`src/rtl/core/tmv_pkg.sv`:
```
// Shared types and constants for the tridiagonal matrix-vector product block.
package tmv_pkg;

   // Fixed-point format: signed Q16.16 words.
   localparam int WORD_W = 32;
   localparam int FRAC_W = 16;

   // One row term is a coefficient times a vector element, exact in Q32.32.
   localparam int PROD_W = 2 * WORD_W;

   // Three products summed exactly need two more bits than one product.
   localparam int SUM_W = PROD_W + 2;

   // Sum after dropping the fraction bits below Q16.16.
   localparam int QUOT_W = SUM_W - FRAC_W;

   // Terms in one row of a tridiagonal matrix.
   localparam int ROW_TERMS = 3;

   // Saturation bounds.
   localparam logic [WORD_W-1:0] WORD_MAX = {1'b0, {(WORD_W-1){1'b1}}};
   localparam logic [WORD_W-1:0] WORD_MIN = {1'b1, {(WORD_W-1){1'b0}}};

   typedef logic signed [WORD_W-1:0] word_type;

   // One product job: three coefficient and vector element pairs.
   typedef struct packed {
      logic [ROW_TERMS-1:0][WORD_W-1:0] coef;
      logic [ROW_TERMS-1:0][WORD_W-1:0] xval;
      logic                             last;
   } job_type;

endpackage

```
`src/rtl/core/tmv_queue.sv`:
```
// Short job queue between the front end and the arithmetic back end.
module tmv_queue #(
   parameter int DEPTH = 4
) (
   input  logic             clock,
   input  logic             reset,
   input  logic             push_valid,
   input  tmv_pkg::job_type push_job,
   output logic             queue_full,
   output logic             pop_valid,
   output tmv_pkg::job_type pop_job,
   input  logic             pop_ready
);
   import tmv_pkg::*;

   localparam int PTR_W = (DEPTH > 1) ? $clog2(DEPTH) : 1;
   localparam int CNT_W = $clog2(DEPTH + 1);

   job_type            entry_ff [DEPTH];
   logic [PTR_W-1:0]   wr_ptr_ff, wr_ptr_in;
   logic [PTR_W-1:0]   rd_ptr_ff, rd_ptr_in;
   logic [CNT_W-1:0]   count_ff, count_in;
   logic               do_push;
   logic               do_pop;

   assign queue_full = (count_ff == CNT_W'(DEPTH));
   assign pop_valid  = (count_ff != '0);
   assign pop_job    = entry_ff[rd_ptr_ff];
   assign do_push    = push_valid & ~queue_full;
   assign do_pop     = pop_valid & pop_ready;

   // Pointer and fill count update, wrapping at the depth.
   always_comb begin
      wr_ptr_in = wr_ptr_ff;
      rd_ptr_in = rd_ptr_ff;
      if (do_push) begin
         wr_ptr_in = (wr_ptr_ff == PTR_W'(DEPTH - 1)) ? '0 : wr_ptr_ff + 1'b1;
      end
      if (do_pop) begin
         rd_ptr_in = (rd_ptr_ff == PTR_W'(DEPTH - 1)) ? '0 : rd_ptr_ff + 1'b1;
      end
      count_in = count_ff;
      if (do_push && !do_pop) begin
         count_in = count_ff + 1'b1;
      end else if (do_pop && !do_push) begin
         count_in = count_ff - 1'b1;
      end
   end

   always_ff @(posedge clock) begin
      if (reset) begin
         wr_ptr_ff <= '0;
         rd_ptr_ff <= '0;
         count_ff  <= '0;
      end else begin
         wr_ptr_ff <= wr_ptr_in;
         rd_ptr_ff <= rd_ptr_in;
         count_ff  <= count_in;
      end
   end

   // Entry storage.
   always_ff @(posedge clock) begin
      if (do_push) begin
         entry_ff[wr_ptr_ff] <= push_job;
      end
   end

   // Fill count stays within the depth.
   assert property (@(posedge clock) disable iff (reset)
      count_ff <= CNT_W'(DEPTH))
      else $error("queue overfilled");

   // A push without a pop grows the count by one.
   assert property (@(posedge clock) disable iff (reset)
      do_push && !do_pop |=> count_ff == $past(count_ff) + 1'b1)
      else $error("queue count lost a push");

   // Pointers advance together with the count.
   assert property (@(posedge clock) disable iff (reset)
      (count_ff == '0 || count_ff == CNT_W'(DEPTH)) |-> wr_ptr_ff == rd_ptr_ff)
      else $error("queue pointers out of step");

endmodule

```
`config.mk`:
```
export PLATFORM = sky130hd
export DESIGN_NAME = tmv_queue
export DESIGN_NICKNAME = d
export VERILOG_FILES = /design/src/rtl/core/tmv_pkg.sv /design/src/rtl/core/tmv_queue.sv
export SDC_FILE = /design/constraint.sdc
export NUM_CORES = 1
export LEC_CHECK = 0
export ABC_AREA = 0
export BUFFER_PORTS_ARGS = -buffer_cell sky130_fd_sc_hd__buf_4
export CORE_UTILIZATION = 57
export DETAILED_ROUTE_END_ITERATION = 7
export GPL_ROUTABILITY_DRIVEN = 0
export PLACE_DENSITY = 0.8
export SLEW_MARGIN = 20
export SYNTH_ARGS = -nofsm -noshare
export SYNTH_HDL_FRONTEND = slang
export SYNTH_SLANG_ARGS = --single-unit
```
`constraint.sdc`:
```
create_clock -name clock -period 7.2 [get_ports clock]
set_input_delay 1.44 -clock clock [delete_from_list [all_inputs] [get_ports clock]]
set_output_delay 1.44 -clock clock [all_outputs]
set_load 0.005 [all_outputs]
```
# --- Yosys cells after proc, flatten, opt, wreduce, memory -nomap -nowiden ---
# Memory sizes are Yosys's and may differ from the RTL's. A register that Yosys moved wholly into a read port is not among the register bits.
# Cells that the tools add are included.
totals:
  reg_bits: 7
  ramBits: 772
  out_inout_bits: 195
  wordCells: 28
  memories: 1
op_classes:
  n_addsub: 4
  eq_ne: 3
  mux: 8
  bitwise: 3
  reduce_logical: 6
memory_table:
  columns: ["name", "depth", "width", "read_ports", "rd_clocked_by_memory_dff", "wr", "line_no", "rtl"]
  rows:
  - ["entry_ff", 4, 193, 1, 1, 1, "tmv_queue.sv:19", "job_type entry_ff [DEPTH];"]
op_table:
  columns: ["cell", "n"]
  rows:
  - ["two-way mux 2 bit", 4]
  - ["two-way mux 3 bit", 2]
  - ["adder 2 x 1 -> 2 bit (second input constant)", 2]
  - ["== test 2 bit (second input constant)", 2]
  - ["adder 3 x 1 -> 3 bit (second input constant)", 1]
  - ["== test 3 bit (second input constant)", 1]
  - ["nonzero test 3 bit", 1]
  - ["subtractor 3 x 1 -> 3 bit (second input constant)", 1]
  - ["AND 1 bit", 2]
  - ["logical AND 1 bit", 2]
  - ["zero test 1 bit", 2]
  - ["two-way mux 1 bit", 2]
  - ["nonzero test 2 bit", 1]
  - ["inverter 1 bit", 1]

# --- Longest topological paths before layout ---
logic_depth:
  depth_word: 7
  mapped_depth: 10
  ltp_nobuf: 9

# --- Worst setup path before layout ---
# OpenSTA, ideal clock, no wires.
synth_timing:
  path_type: "input to register"
  start: "input push_valid"
  end: "memory entry_ff[3][0] (netlist bit), enable pin"
  setup_ps: 578
  t_arrival_ps: 5901
  required_ps: 6622
  slack_ps: 721
  stages: 1
  n_path_buf: 0
  cell_sequence: "and3_1"
synth_between:
  elab_chain_len: 3
synth_rtl:
  columns: ["element", "line_no", "rtl"]
  rows:
  - ["start: declaration", "tmv_queue.sv:7", "input logic push_valid,"]
  - ["AND 1 bit", "tmv_queue.sv:29", "assign do_push = push_valid & ~queue_full;"]
  - ["two-way mux 1 bit", "tmv_queue.sv:64", "if (do_push) begin"]
  - ["two-way mux 1 bit (implied by the code)", "tmv_queue.sv:65", "entry_ff[wr_ptr_ff] <= push_job;"]
  - ["end: declaration", "tmv_queue.sv:19", null]
# No other way between the ends.

==> impl_metrics.json <==
{
  "maxCapViolCount": 0,
  "dieArea_um2": 50800,
  "muxShareOfSynthArea_pct": 15.4,
  "tritoncts": "built",
  "hold_start": "rd_ptr_ff[0]$_SDFFE_PP0P_",
  "fin_cells": 2219,
  "first_iter_violations": 811,
  "syn_to_final_growth_pct": 21.0,
  "cp-start-kind": "register",
  "start_util_pct": 58.0,
  "drv_slew": 0,
  "cp_top_family": "buffers and inverters",
  "nets": 1695,
  "utilization_pct": 70.1,
  "coreArea_um2": 49100,
  "synth_compound_gate_area_share_pct": 0.141,
  "placedCellCount": 2077,
  "fmax_mhz": 226,
  "rsz0062_at_grt": "false",
  "yosys_warnings": 0,
  "wirelength_um": 56100,
  "cts_inserted_buffers": 76,
  "yosys.area_share.simple_pct": 0.304,
  "worst_pin_slew_ns": 1.04,
  "cts_resized": 0,
  "power.total_uw": 12000,
  "drive_above_1_share_pct": 45.7,
  "hold_class": "reg2reg",
  "via_count": 12800,
  "fillerInstances": 2862,
  "grt_max_degree": 145,
  "slowest_stage": "dfxtp_4",
  "multi_input_area_um2": 4630,
  "hold_end": "rd_ptr_ff[0]$_SDFFE_PP0P_",
  "r2r_cells": 3,
  "syn_inst": 1058,
  "synth_fp_nets": 1262,
  "wl_per_cell_um": 25.3,
  "powerDensity_nw_per_um2": 348,
  "overflow": 0,
  "timing.rr.start": "count_ff[0]$_SDFFE_PP0P_",
  "grt_pass1_vias": 13600,
  "ant_nets": 0,
  "irDropWorstVdd_mv": 0.251,
  "cts_sinks": 781,
  "synthXorXnorAreaFrac_pct": 0.0616,
  "max_stage_delay_ns": 0.74,
  "drc": 0,
  "relSlewSlack_pct": 30.6,
  "portBuffers": 391,
  "crit_chain": "buf_16 > buf_12 > mux4_2 > buf_4",
  "postCtsSetupBuffers": 0,
  "setup_violations": 0,
  "postSynthAreaPerCell_um2": 26.9,
  "min_period_ns": 4.42,
  "crit_buf_inv": 3,
  "hold_depth": 2,
  "die_h_um": 225,
  "rrSetupSlack_ns": 4.33,
  "place_hpwl_um": 31600,
  "dp_slack_ns": 3.33,
  "worstSkewPairLatency_ns": 0.61,
  "htree_levels": 3,
  "io_pins": 392,
  "die_x_um": 225,
  "grt_pass1_wl_um": 82200,
  "finalWorstSetupSlack_ns": 2.78,
  "synth-seq-cells": 781,
  "synth_top_family_by_area": "multiplexers",
  "power_leakage_uw": 0.0115,
  "root_buffer": "clkbuf_16",
  "endpoint_kind": "primary output",
  "status": "complete, no violations",
  "arrival_ns": 2.98,
  "hold_buffers": 0,
  "yosysSeqAreaShare_pct": 82.2,
  "regArea_um2": 23400,
  "synth.cell_area_um2": 28400,
  "firstDrtPassIters": 5,
  "criticalPathCategory": "reg2out",
  "skew_ns": 0.0158,
  "vias_per_cell": 5.76,
  "r2r-end": "entry_ff[2][188]$_DFFE_PP_",
  "clockBufferDepth": 3,
  "grt_antenna_before_repair": 11,
  "min_period_over_period_pct": 61.4,
  "crit_fanout": 67,
  "tns_ns": 0,
  "synthAdderAreaFrac_pct": 0.334,
  "grtUsageTotal_pct": 22.3,
  "row_count": 81,
  "hold_viol": 0,
  "synthDistinctLibCells": 25,
  "cp.required_ns": 5.76,
  "clk_pin_slew_ns": 0.06
}
layer usage:
metal,GRT usage (%),up-vias,part of all wire [%]
met2,36.9,502,52
met3,8.45,101,9.5
li1,-,5468,-
met4,7.40,12,2.7
met1,27.3,6689,36
met5,0,-,0.15
Yosys cell counts:
cell type | instances | area (um2)
a21oi_1 | 3 | 15.0
buf_6 | 9 | 101
buf_2 | 18 | 90.1
fa_1 | 1 | 20.0
dfxtp_1 | 9 | 180
buf_4 | 2 | 15.0
mux2i_1 | 2 | 20.0
o21ai_0 | 2 | 10.0
nand3_1 | 2 | 10.0
inv_1 | 4 | 15.0
xor2_1 | 2 | 17.5
or3b_1 | 1 | 8.76
nand2_1 | 1 | 3.75
o31ai_1 | 2 | 15.0
buf_1 | 2 | 7.51
nor3_1 | 1 | 5.00
mux4_2 | 193 | 4350
edfxtp_1 | 772 | 23200
or3_1 | 3 | 18.8
nor2_1 | 4 | 15.0
ha_1 | 6 | 75.1
buf_12 | 11 | 220
clkbuf_1 | 3 | 11.3
and3_1 | 4 | 25.0
clkinv_2 | 1 | 5.00
cell type report:
type                    instances  share of cell area, %
diodes                          5                 0.0364
clock buffers                  96                   5.93
clock inverters                41                   1.12
inverters                       5                 0.0582
multi-input cells             227                   13.4
flip-flops and latches        781                   67.9
well taps                     664                   2.42
repair buffers                400                   9.04
placed cells by master, fill, tap and decap left out, drive strengths merged:
master and n:
buf 400, mux4 193, a21oi 3, mux2i 2
or3 3, clkinv 32, clkbuf 96, nor3 1
xor2 2, diode 5, nor2 4, and3 4
or3b 1, inv 8, o21ai 2, ha 6
edfxtp 772, nand3 2, dfxtp 9, bufinv 6
o31ai 2, fa 1, nand2 1
per-stage QoR:
step / cell area [um2] / hold slack, ns
global route: 34400 / 0.562
CTS: 34400 / 0.533
finish: 34400 / 0.517
global placement: 31900 / 0.488
detailed placement: 32000 / 0.506
floorplan: 28400 / 0.463
where the power goes:
part | switching [uW] | leakage [uW] | internal [uW] | total [uW]
clock network | 1630 | 0.00120 | 2230 | 3860
logic | 1110 | 0.00311 | 1340 | 2450
registers | 150 | 0.00715 | 5510 | 5660
sequential cells by signal, summed over array words and instances, names as in the netlist, named ones only:
register	flops
count_ff	3
entry_ff	772
rd_ptr_ff	2
wr_ptr_ff	2
cell families after synthesis:
family	count (synthesis)
fa+ha+maj	7
compound gates	7
xor+xnor	2
buf+inv	50
flops	781
mux	195
simple gates	16
worst min-delay path: cells and delay by family (launching register included):
kind | cells | cell delay, ns
AOI/OAI and AO/OA | 1 | 0.08
and+or+nand+nor | 1 | 0.06
DFF | 1 | 0.32
worst max-delay path by stage:
stage | startpoint | endpoint | cells past startpoint
2_1_floorplan | push_valid | entry_ff[3][0]$_DFFE_PP_ | 1
3_3_place_gp | register | pop_job[155] | 3
3_5_place_dp | register | pop_job[122] | 4
4_1_cts | register | pop_job[116] | 4
5_1_grt | register | pop_job[122] | 4
6_report | register | pop_job[122] | 4
Note: power is estimated with default switching activity, not from simulation.
