--- config.mk ---
export PLATFORM = sky130hd
export DESIGN_NAME = tmv_front
export DESIGN_NICKNAME = d
export VERILOG_FILES = /design/src/rtl/core/tmv_pkg.sv /design/src/rtl/core/tmv_front.sv
export SDC_FILE = /design/constraint.sdc
export NUM_CORES = 1
export LEC_CHECK = 0
export BUFFER_PORTS_ARGS = -buffer_cell sky130_fd_sc_hd__buf_2
export CAP_MARGIN = 10
export CORE_UTILIZATION = 55
export DETAILED_ROUTE_END_ITERATION = 10
export GPL_TIMING_DRIVEN = 0
export PLACE_DENSITY = 0.94
export SLEW_MARGIN = 20
export SYNTH_ARGS = -nofsm -noshare
export SYNTH_HDL_FRONTEND = slang
export SYNTH_SLANG_ARGS = --single-unit
export TNS_END_PERCENT = 20
--- constraint.sdc ---
create_clock -name clock -period 9.2 [get_ports clock]
set_clock_uncertainty 0.1 [all_clocks]
set_input_delay 0.92 -clock clock [delete_from_list [all_inputs] [get_ports clock]]
set_output_delay 0.92 -clock clock [all_outputs]
set_load 0.01 [all_outputs]
--- src/rtl/core/tmv_pkg.sv ---
// Shared types and constants for the tridiagonal matrix-vector product block.
package tmv_pkg;

   // Fixed-point format: signed Q16.16 words.
   localparam int WORD_W = 32;
   localparam int FRAC_W = 16;

   // One row term is a coefficient times a vector element, exact in Q32.32.
   localparam int PROD_W = 2 * WORD_W;

   // Three products summed exactly need two more bits than one product.
   localparam int SUM_W = PROD_W + 2;

   // Sum after dropping the fraction bits below Q16.16.
   localparam int QUOT_W = SUM_W - FRAC_W;

   // Terms in one row of a tridiagonal matrix.
   localparam int ROW_TERMS = 3;

   // Saturation bounds.
   localparam logic [WORD_W-1:0] WORD_MAX = {1'b0, {(WORD_W-1){1'b1}}};
   localparam logic [WORD_W-1:0] WORD_MIN = {1'b1, {(WORD_W-1){1'b0}}};

   typedef logic signed [WORD_W-1:0] word_type;

   // One product job: three coefficient and vector element pairs.
   typedef struct packed {
      logic [ROW_TERMS-1:0][WORD_W-1:0] coef;
      logic [ROW_TERMS-1:0][WORD_W-1:0] xval;
      logic                             last;
   } job_type;

endpackage

--- src/rtl/core/tmv_front.sv ---
// Front end: accepts rows, holds one row back and issues product jobs.
module tmv_front (
   input  logic             clock,
   input  logic             reset,
   input  logic             req_valid,
   output logic             req_stall,
   input  tmv_pkg::word_type req_sub_coef,
   input  tmv_pkg::word_type req_diag_coef,
   input  tmv_pkg::word_type req_super_coef,
   input  tmv_pkg::word_type req_x_value,
   input  logic             req_last_row,
   output logic             push_valid,
   output tmv_pkg::job_type push_job,
   input  logic             queue_full
);
   import tmv_pkg::*;

   // Held row and its neighbors' vector elements.
   word_type pend_sub_ff, pend_sub_in;
   word_type pend_diag_ff, pend_diag_in;
   word_type pend_super_ff, pend_super_in;
   word_type x_before_ff, x_before_in;
   word_type x_pend_ff, x_pend_in;
   logic     row_pending_ff, row_pending_in;

   // Second job of a last row that follows a held row.
   logic    extra_valid_ff, extra_valid_in;
   job_type extra_job_ff, extra_job_in;

   logic     accept;
   word_type x_above;
   job_type  held_job;
   job_type  last_job;

   // A waiting second job blocks new rows until the queue takes it.
   assign req_stall = extra_valid_ff | queue_full;
   assign accept    = req_valid & ~req_stall;
   assign x_above   = row_pending_ff ? x_pend_ff : '0;

   // Job for the held row, completed by the incoming vector element.
   always_comb begin
      held_job.coef = {pend_super_ff, pend_diag_ff, pend_sub_ff};
      held_job.xval = {req_x_value, x_pend_ff, x_before_ff};
      held_job.last = 1'b0;
      last_job.coef = {word_type'(0), req_diag_coef, req_sub_coef};
      last_job.xval = {word_type'(0), req_x_value, x_above};
      last_job.last = 1'b1;
   end

   // Job selection toward the queue.
   always_comb begin
      if (extra_valid_ff) begin
         push_valid = 1'b1;
         push_job   = extra_job_ff;
      end else begin
         push_valid = accept & (row_pending_ff | req_last_row);
         push_job   = row_pending_ff ? held_job : last_job;
      end
   end

   // Next state of the held row and the second job.
   always_comb begin
      pend_sub_in    = pend_sub_ff;
      pend_diag_in   = pend_diag_ff;
      pend_super_in  = pend_super_ff;
      x_before_in    = x_before_ff;
      x_pend_in      = x_pend_ff;
      row_pending_in = row_pending_ff;
      extra_valid_in = extra_valid_ff & queue_full;
      extra_job_in   = extra_job_ff;
      if (accept) begin
         if (req_last_row) begin
            row_pending_in = 1'b0;
            x_pend_in      = '0;
            x_before_in    = '0;
            if (row_pending_ff) begin
               extra_valid_in = 1'b1;
               extra_job_in   = last_job;
            end
         end else begin
            pend_sub_in    = req_sub_coef;
            pend_diag_in   = req_diag_coef;
            pend_super_in  = req_super_coef;
            x_before_in    = x_above;
            x_pend_in      = req_x_value;
            row_pending_in = 1'b1;
         end
      end
   end

   // Control registers.
   always_ff @(posedge clock) begin
      if (reset) begin
         row_pending_ff <= 1'b0;
         extra_valid_ff <= 1'b0;
         x_before_ff    <= '0;
         x_pend_ff      <= '0;
      end else begin
         row_pending_ff <= row_pending_in;
         extra_valid_ff <= extra_valid_in;
         x_before_ff    <= x_before_in;
         x_pend_ff      <= x_pend_in;
      end
   end

   // Payload registers.
   always_ff @(posedge clock) begin
      pend_sub_ff   <= pend_sub_in;
      pend_diag_ff  <= pend_diag_in;
      pend_super_ff <= pend_super_in;
      extra_job_ff  <= extra_job_in;
   end

   // A waiting second job must hold off the input channel.
   assert property (@(posedge clock) disable iff (reset)
      extra_valid_ff |-> req_stall)
      else $error("second job waiting while input is open");

   // A last row ends the matrix.
   assert property (@(posedge clock) disable iff (reset)
      accept && req_last_row |=> !row_pending_ff)
      else $error("row still held after last row");

   // A last row after a held row leaves its own job for the next cycle.
   assert property (@(posedge clock) disable iff (reset)
      accept && req_last_row && row_pending_ff |=> extra_valid_ff)
      else $error("second job of last row missing");

   // Any other row becomes the held row.
   assert property (@(posedge clock) disable iff (reset)
      accept && !req_last_row |=> row_pending_ff)
      else $error("row not held");

endmodule

# [After elaboration in Yosys (flattened, before gate mapping)]
# Cells that the tools add are included.
[word_totals] reg_bits=290 wordCells=30 out_inout_bits=195 input_bits=133
[op_classes] n_reduce_logical=2 bitwise_logic=7 mux=10
[op_table] op="two-way mux 193 bit" count=2
[op_table] op="two-way mux 32 bit" count=3
[op_table] op="two-way mux 1 bit" count=5
[op_table] op="AND 1 bit" count=3
[op_table] op="AND reduction 3 bit" count=1
[op_table] op="NOT 1 bit" count=2
[op_table] op="OR 1 bit" count=2
[op_table] op="AND reduction 2 bit" count=1

# [Logic depth before layout (Yosys ltp)]
[logic_depth] depth_word=5 mapped_depth=6 ltp_nobuf=2

# [Worst setup path before layout]
# OpenSTA, ideal clock, no wires.
[synth_path] path_type="input to register" start="input port queue_full" end="register pend_diag_ff[0] (enable)" path_stages=2 path_slack_ns=3.226 required_ns=8.549 setup_ns=0.551 path_buffers=0 arrival_ns=5.322 path_cell_list="or3b_4 > nor2_1"
[synth_via] elab_chain_len=4
[synth_rtl] item="from (decl)" line="tmv_front.sv:14" rtl="input logic queue_full"
[synth_rtl] item="OR 1 bit" line="tmv_front.sv:36" rtl="assign req_stall = extra_valid_ff | queue_full;"
[synth_rtl] item="NOT 1 bit" line="tmv_front.sv:37" rtl="assign accept = req_valid & ~req_stall;"
[synth_rtl] item="AND 1 bit" line="tmv_front.sv:37"
[synth_rtl] item="AND reduction 2 bit (no source line)"
[synth_rtl] item="to (signal assigned)" line="tmv_front.sv:109" rtl="pend_diag_ff <= pend_diag_in;"
[synth_rtl] item="to (decl)" line="tmv_front.sv:20" rtl="word_type pend_diag_ff, pend_diag_in;"
# Every way passes these cells.
# A chain may end at the register's enable or synchronous reset.

==> flow_summary.ini <==
[timing]
rsz0062_at_grt = false
min_period_ns = 3.75
finalCritPeriodShare = 0.408
fin_tns_setup_ns = 0
setup_viol_count_final = 0
finalHoldViolations = 0
worst_slew_pin_slew_ns = 0.728
drv_slew = 0
max_freq_mhz = 266
slew_headroom = 0.514

[global_route]
grt_max_degree = 55
antenna_found_initial = 4
grt_pass1_vias = 10000
grt_pass1_wl_um = 53700
grt.total_usage = 0.288
grt-ovfl-total = 0

[cts]
post_cts_buffers = 0
cts_resized = 0
cts_tree = yes
numCtsBuffers = 31
cts_root_buf = clkbuf_16
clk_latency_ns = 0.55
cts.hold.buffers_added = 0
clkTransAtPathRegs_ns = 0.06
cts.sink_count = 290
cts.htree.levels = 1
cts_buffer_depth = 3

[logic_synthesis]
synth_seq_cells = 290
synth_common_cells = edfxtp_1 (224), nand2_1 (161), mux2i_1 (160), o21ai_0 (128), and2_1 (96)
synth_edf_count = 224
synth_fp_nets = 1196
yosys.area.top_type_share = 0.516
netlist_top_cells_area = edfxtp_1 (52%), mux2i_1 (12%), dfxtp_1 (10%), o21ai_0 (4.9%), nand2_1 (4.6%)
synth_cell_types = 27
synth_cells = 1063
synth-main-ff-cell = edfxtp_1
synth_top_area_cell = edfxtp_1
syn_area_mm2 = 0.0130
async_flop_share = 0
yosysWarnings = 0
avgSynthCellArea_um2 = 12.3
yosys.cell_count.top_type = edfxtp_1
seq_area_frac_synth = 0.617

[drt]
drc_errors = 0
drtAntennaViolNets = 0
via_per_inst = 5.63
vias = 9936
first_pass_iters = 5
wire_per_inst_um = 20.2
routed_wl_um = 35600
drtIter0Drc = 662

[finish]
syn2layout_area_growth_pct = 24.4
final_nets = 1559
final_core_util = 0.708
layout-drive-gt1-share = 0.301
fill_cells = 1576

[die]
initial_core_util = 0.569
row_count = 55
die_area_mm2 = 0.0243
fp.dieW_um = 156
dieHeight_um = 156
io_pins = 328
coreArea_mm2 = 0.0229

[setup_path]
crit_chain = buf_2 > nor2b_1 > clkbuf_2 > clkbuf_1 > and2_1 > buf_2
path_common_cell = buf_2
end_kind = output pin
crit_slowest_cell = clkbuf_1
path_class = flip-flop to output pin
crit_path_start_kind = flip-flop
worstPathMaxFanout = 10
slowest_delay_ns = 0.54
arrival_ns = 2.73
crit_required_ns = 8.18
ff2ff_path_depth = 6

[power]
power.switching_mw = 0.668
clockPowerShare = 0.423
swShare = 0.225
power_frac_seq = 0.489
power_density_mw_per_mm2 = 183
comb_power_share = 0.088
p_leak_nw = 5.99
total_power_mw = 2.97
peakVddDrop_mv = 0.191
internal_power_mw = 2.30

[place]
gp_congestion = 0.835
hpwl_um = 24900
portBuffers = 325

[run]
drv_cap = 0

[worst_hold_path]
whs_path_depth = 2
min_path_type = flip-flop to flip-flop

[status]
outcome = finished clean
==> worst max-delay path: cells and delay by family, from the launching register on <==
| family | cells | cell delay [ns] |
|---|---|---|
| and+or+nand+nor | 2 | 0.50 |
| DFF | 1 | 0.31 |
| buffers and inverters | 4 | 1.36 |
==> placed cells by master (no fill, tap or decap), types with 24 or more instances in the layout <==
cell type  synthesis  layout
dfxtp_1           66      66
buf_2             17     342
nand2_1          161     161
nand4bb_1         32      32
or3b_2            24      24
edfxtp_1         224     224
clkbuf_16          0      32
o21ai_0          128     128
mux2i_1          160     160
nand2b_1          64      64
clkbuf_1          54      57
and2_1            96      96
==> routing by layer <==
metal | share of wire | track usage | up-vias
li1 | - | - | 4510
met1 | 0.39 | 0.356 | 4833
met2 | 0.49 | 0.490 | 474
met3 | 0.064 | 0.0450 | 119
met4 | 0.055 | 0.149 | 0
met5 | 0 | 0 | -
==> kinds of logic (layout without fill, tap and decap cells) <==
| kind of cell | after synthesis | after routing | share of synthesized area |
|---|---|---|---|
| simple gates | 395 | 395 | 0.177 |
| other cells | 0 | 3 | 0 |
| mux | 161 | 161 | 0.124 |
| buf+inv | 87 | 474 | 0.0314 |
| compound gates | 130 | 130 | 0.0502 |
| flops | 290 | 290 | 0.617 |
==> per-stage QoR <==
| stage | instance area [um2] | hold WS (ns) | setup WS [ns] | instances |
|---|---|---|---|---|
| floorplan | 13000 | 0.349 | 3.23 | 1063 |
| global placement | 15100 | 0.359 | 1.26 | 1701 |
| detailed placement | 15200 | 0.363 | 6.05 | 1706 |
| CTS | 16200 | 0.374 | 5.45 | 1763 |
| global route | 16200 | 0.396 | 5.37 | 1766 |
| finish | 16200 | 0.375 | 5.45 | 1766 |
==> layout make-up <==
type                    instances  area, um2  area share
plain buffers                  86        405      0.0250
inverters                       1       3.75    0.000231
clock inverters                21        209      0.0129
multi-input cells             686       4600       0.283
diodes                          3       7.51    0.000463
flip-flops and latches        290       8050       0.496
repair buffers                330       1740       0.107
clock buffers                  36        826      0.0509
well taps                     313        392      0.0241
==> state kept, by name (all words and copies together) (netlist names) <==
| signal | flops |
|---|---|
| extra_job_ff | 128 |
| extra_valid_ff | 1 |
| pend_diag_ff | 32 |
| pend_sub_ff | 32 |
| pend_super_ff | 32 |
| row_pending_ff | 1 |
| x_before_ff | 32 |
| x_pend_ff | 32 |
==> power by group through the flow <==
stage	combinational (mW)	sequential, mW	clock, mW
finish	0.263	1.45	1.26
global route	0.279	1.45	1.32
CTS	0.261	1.45	1.27
detailed placement	0.258	1.48	0
global placement	0.246	1.48	0
floorplan	0.136	1.48	0
==> final timing paths <==
kind,startpoint,end,slack [ns]
worst max-delay path,row_pending_ff,push_job[95],5.45
worst min-delay path,x_before_ff[29],x_before_ff[29],0.38
worst max register to register,row_pending_ff,extra_job_ff[139],6.55
worst min register to register,x_before_ff[29],x_before_ff[29],0.38
Power figures use the tool's default switching activity.
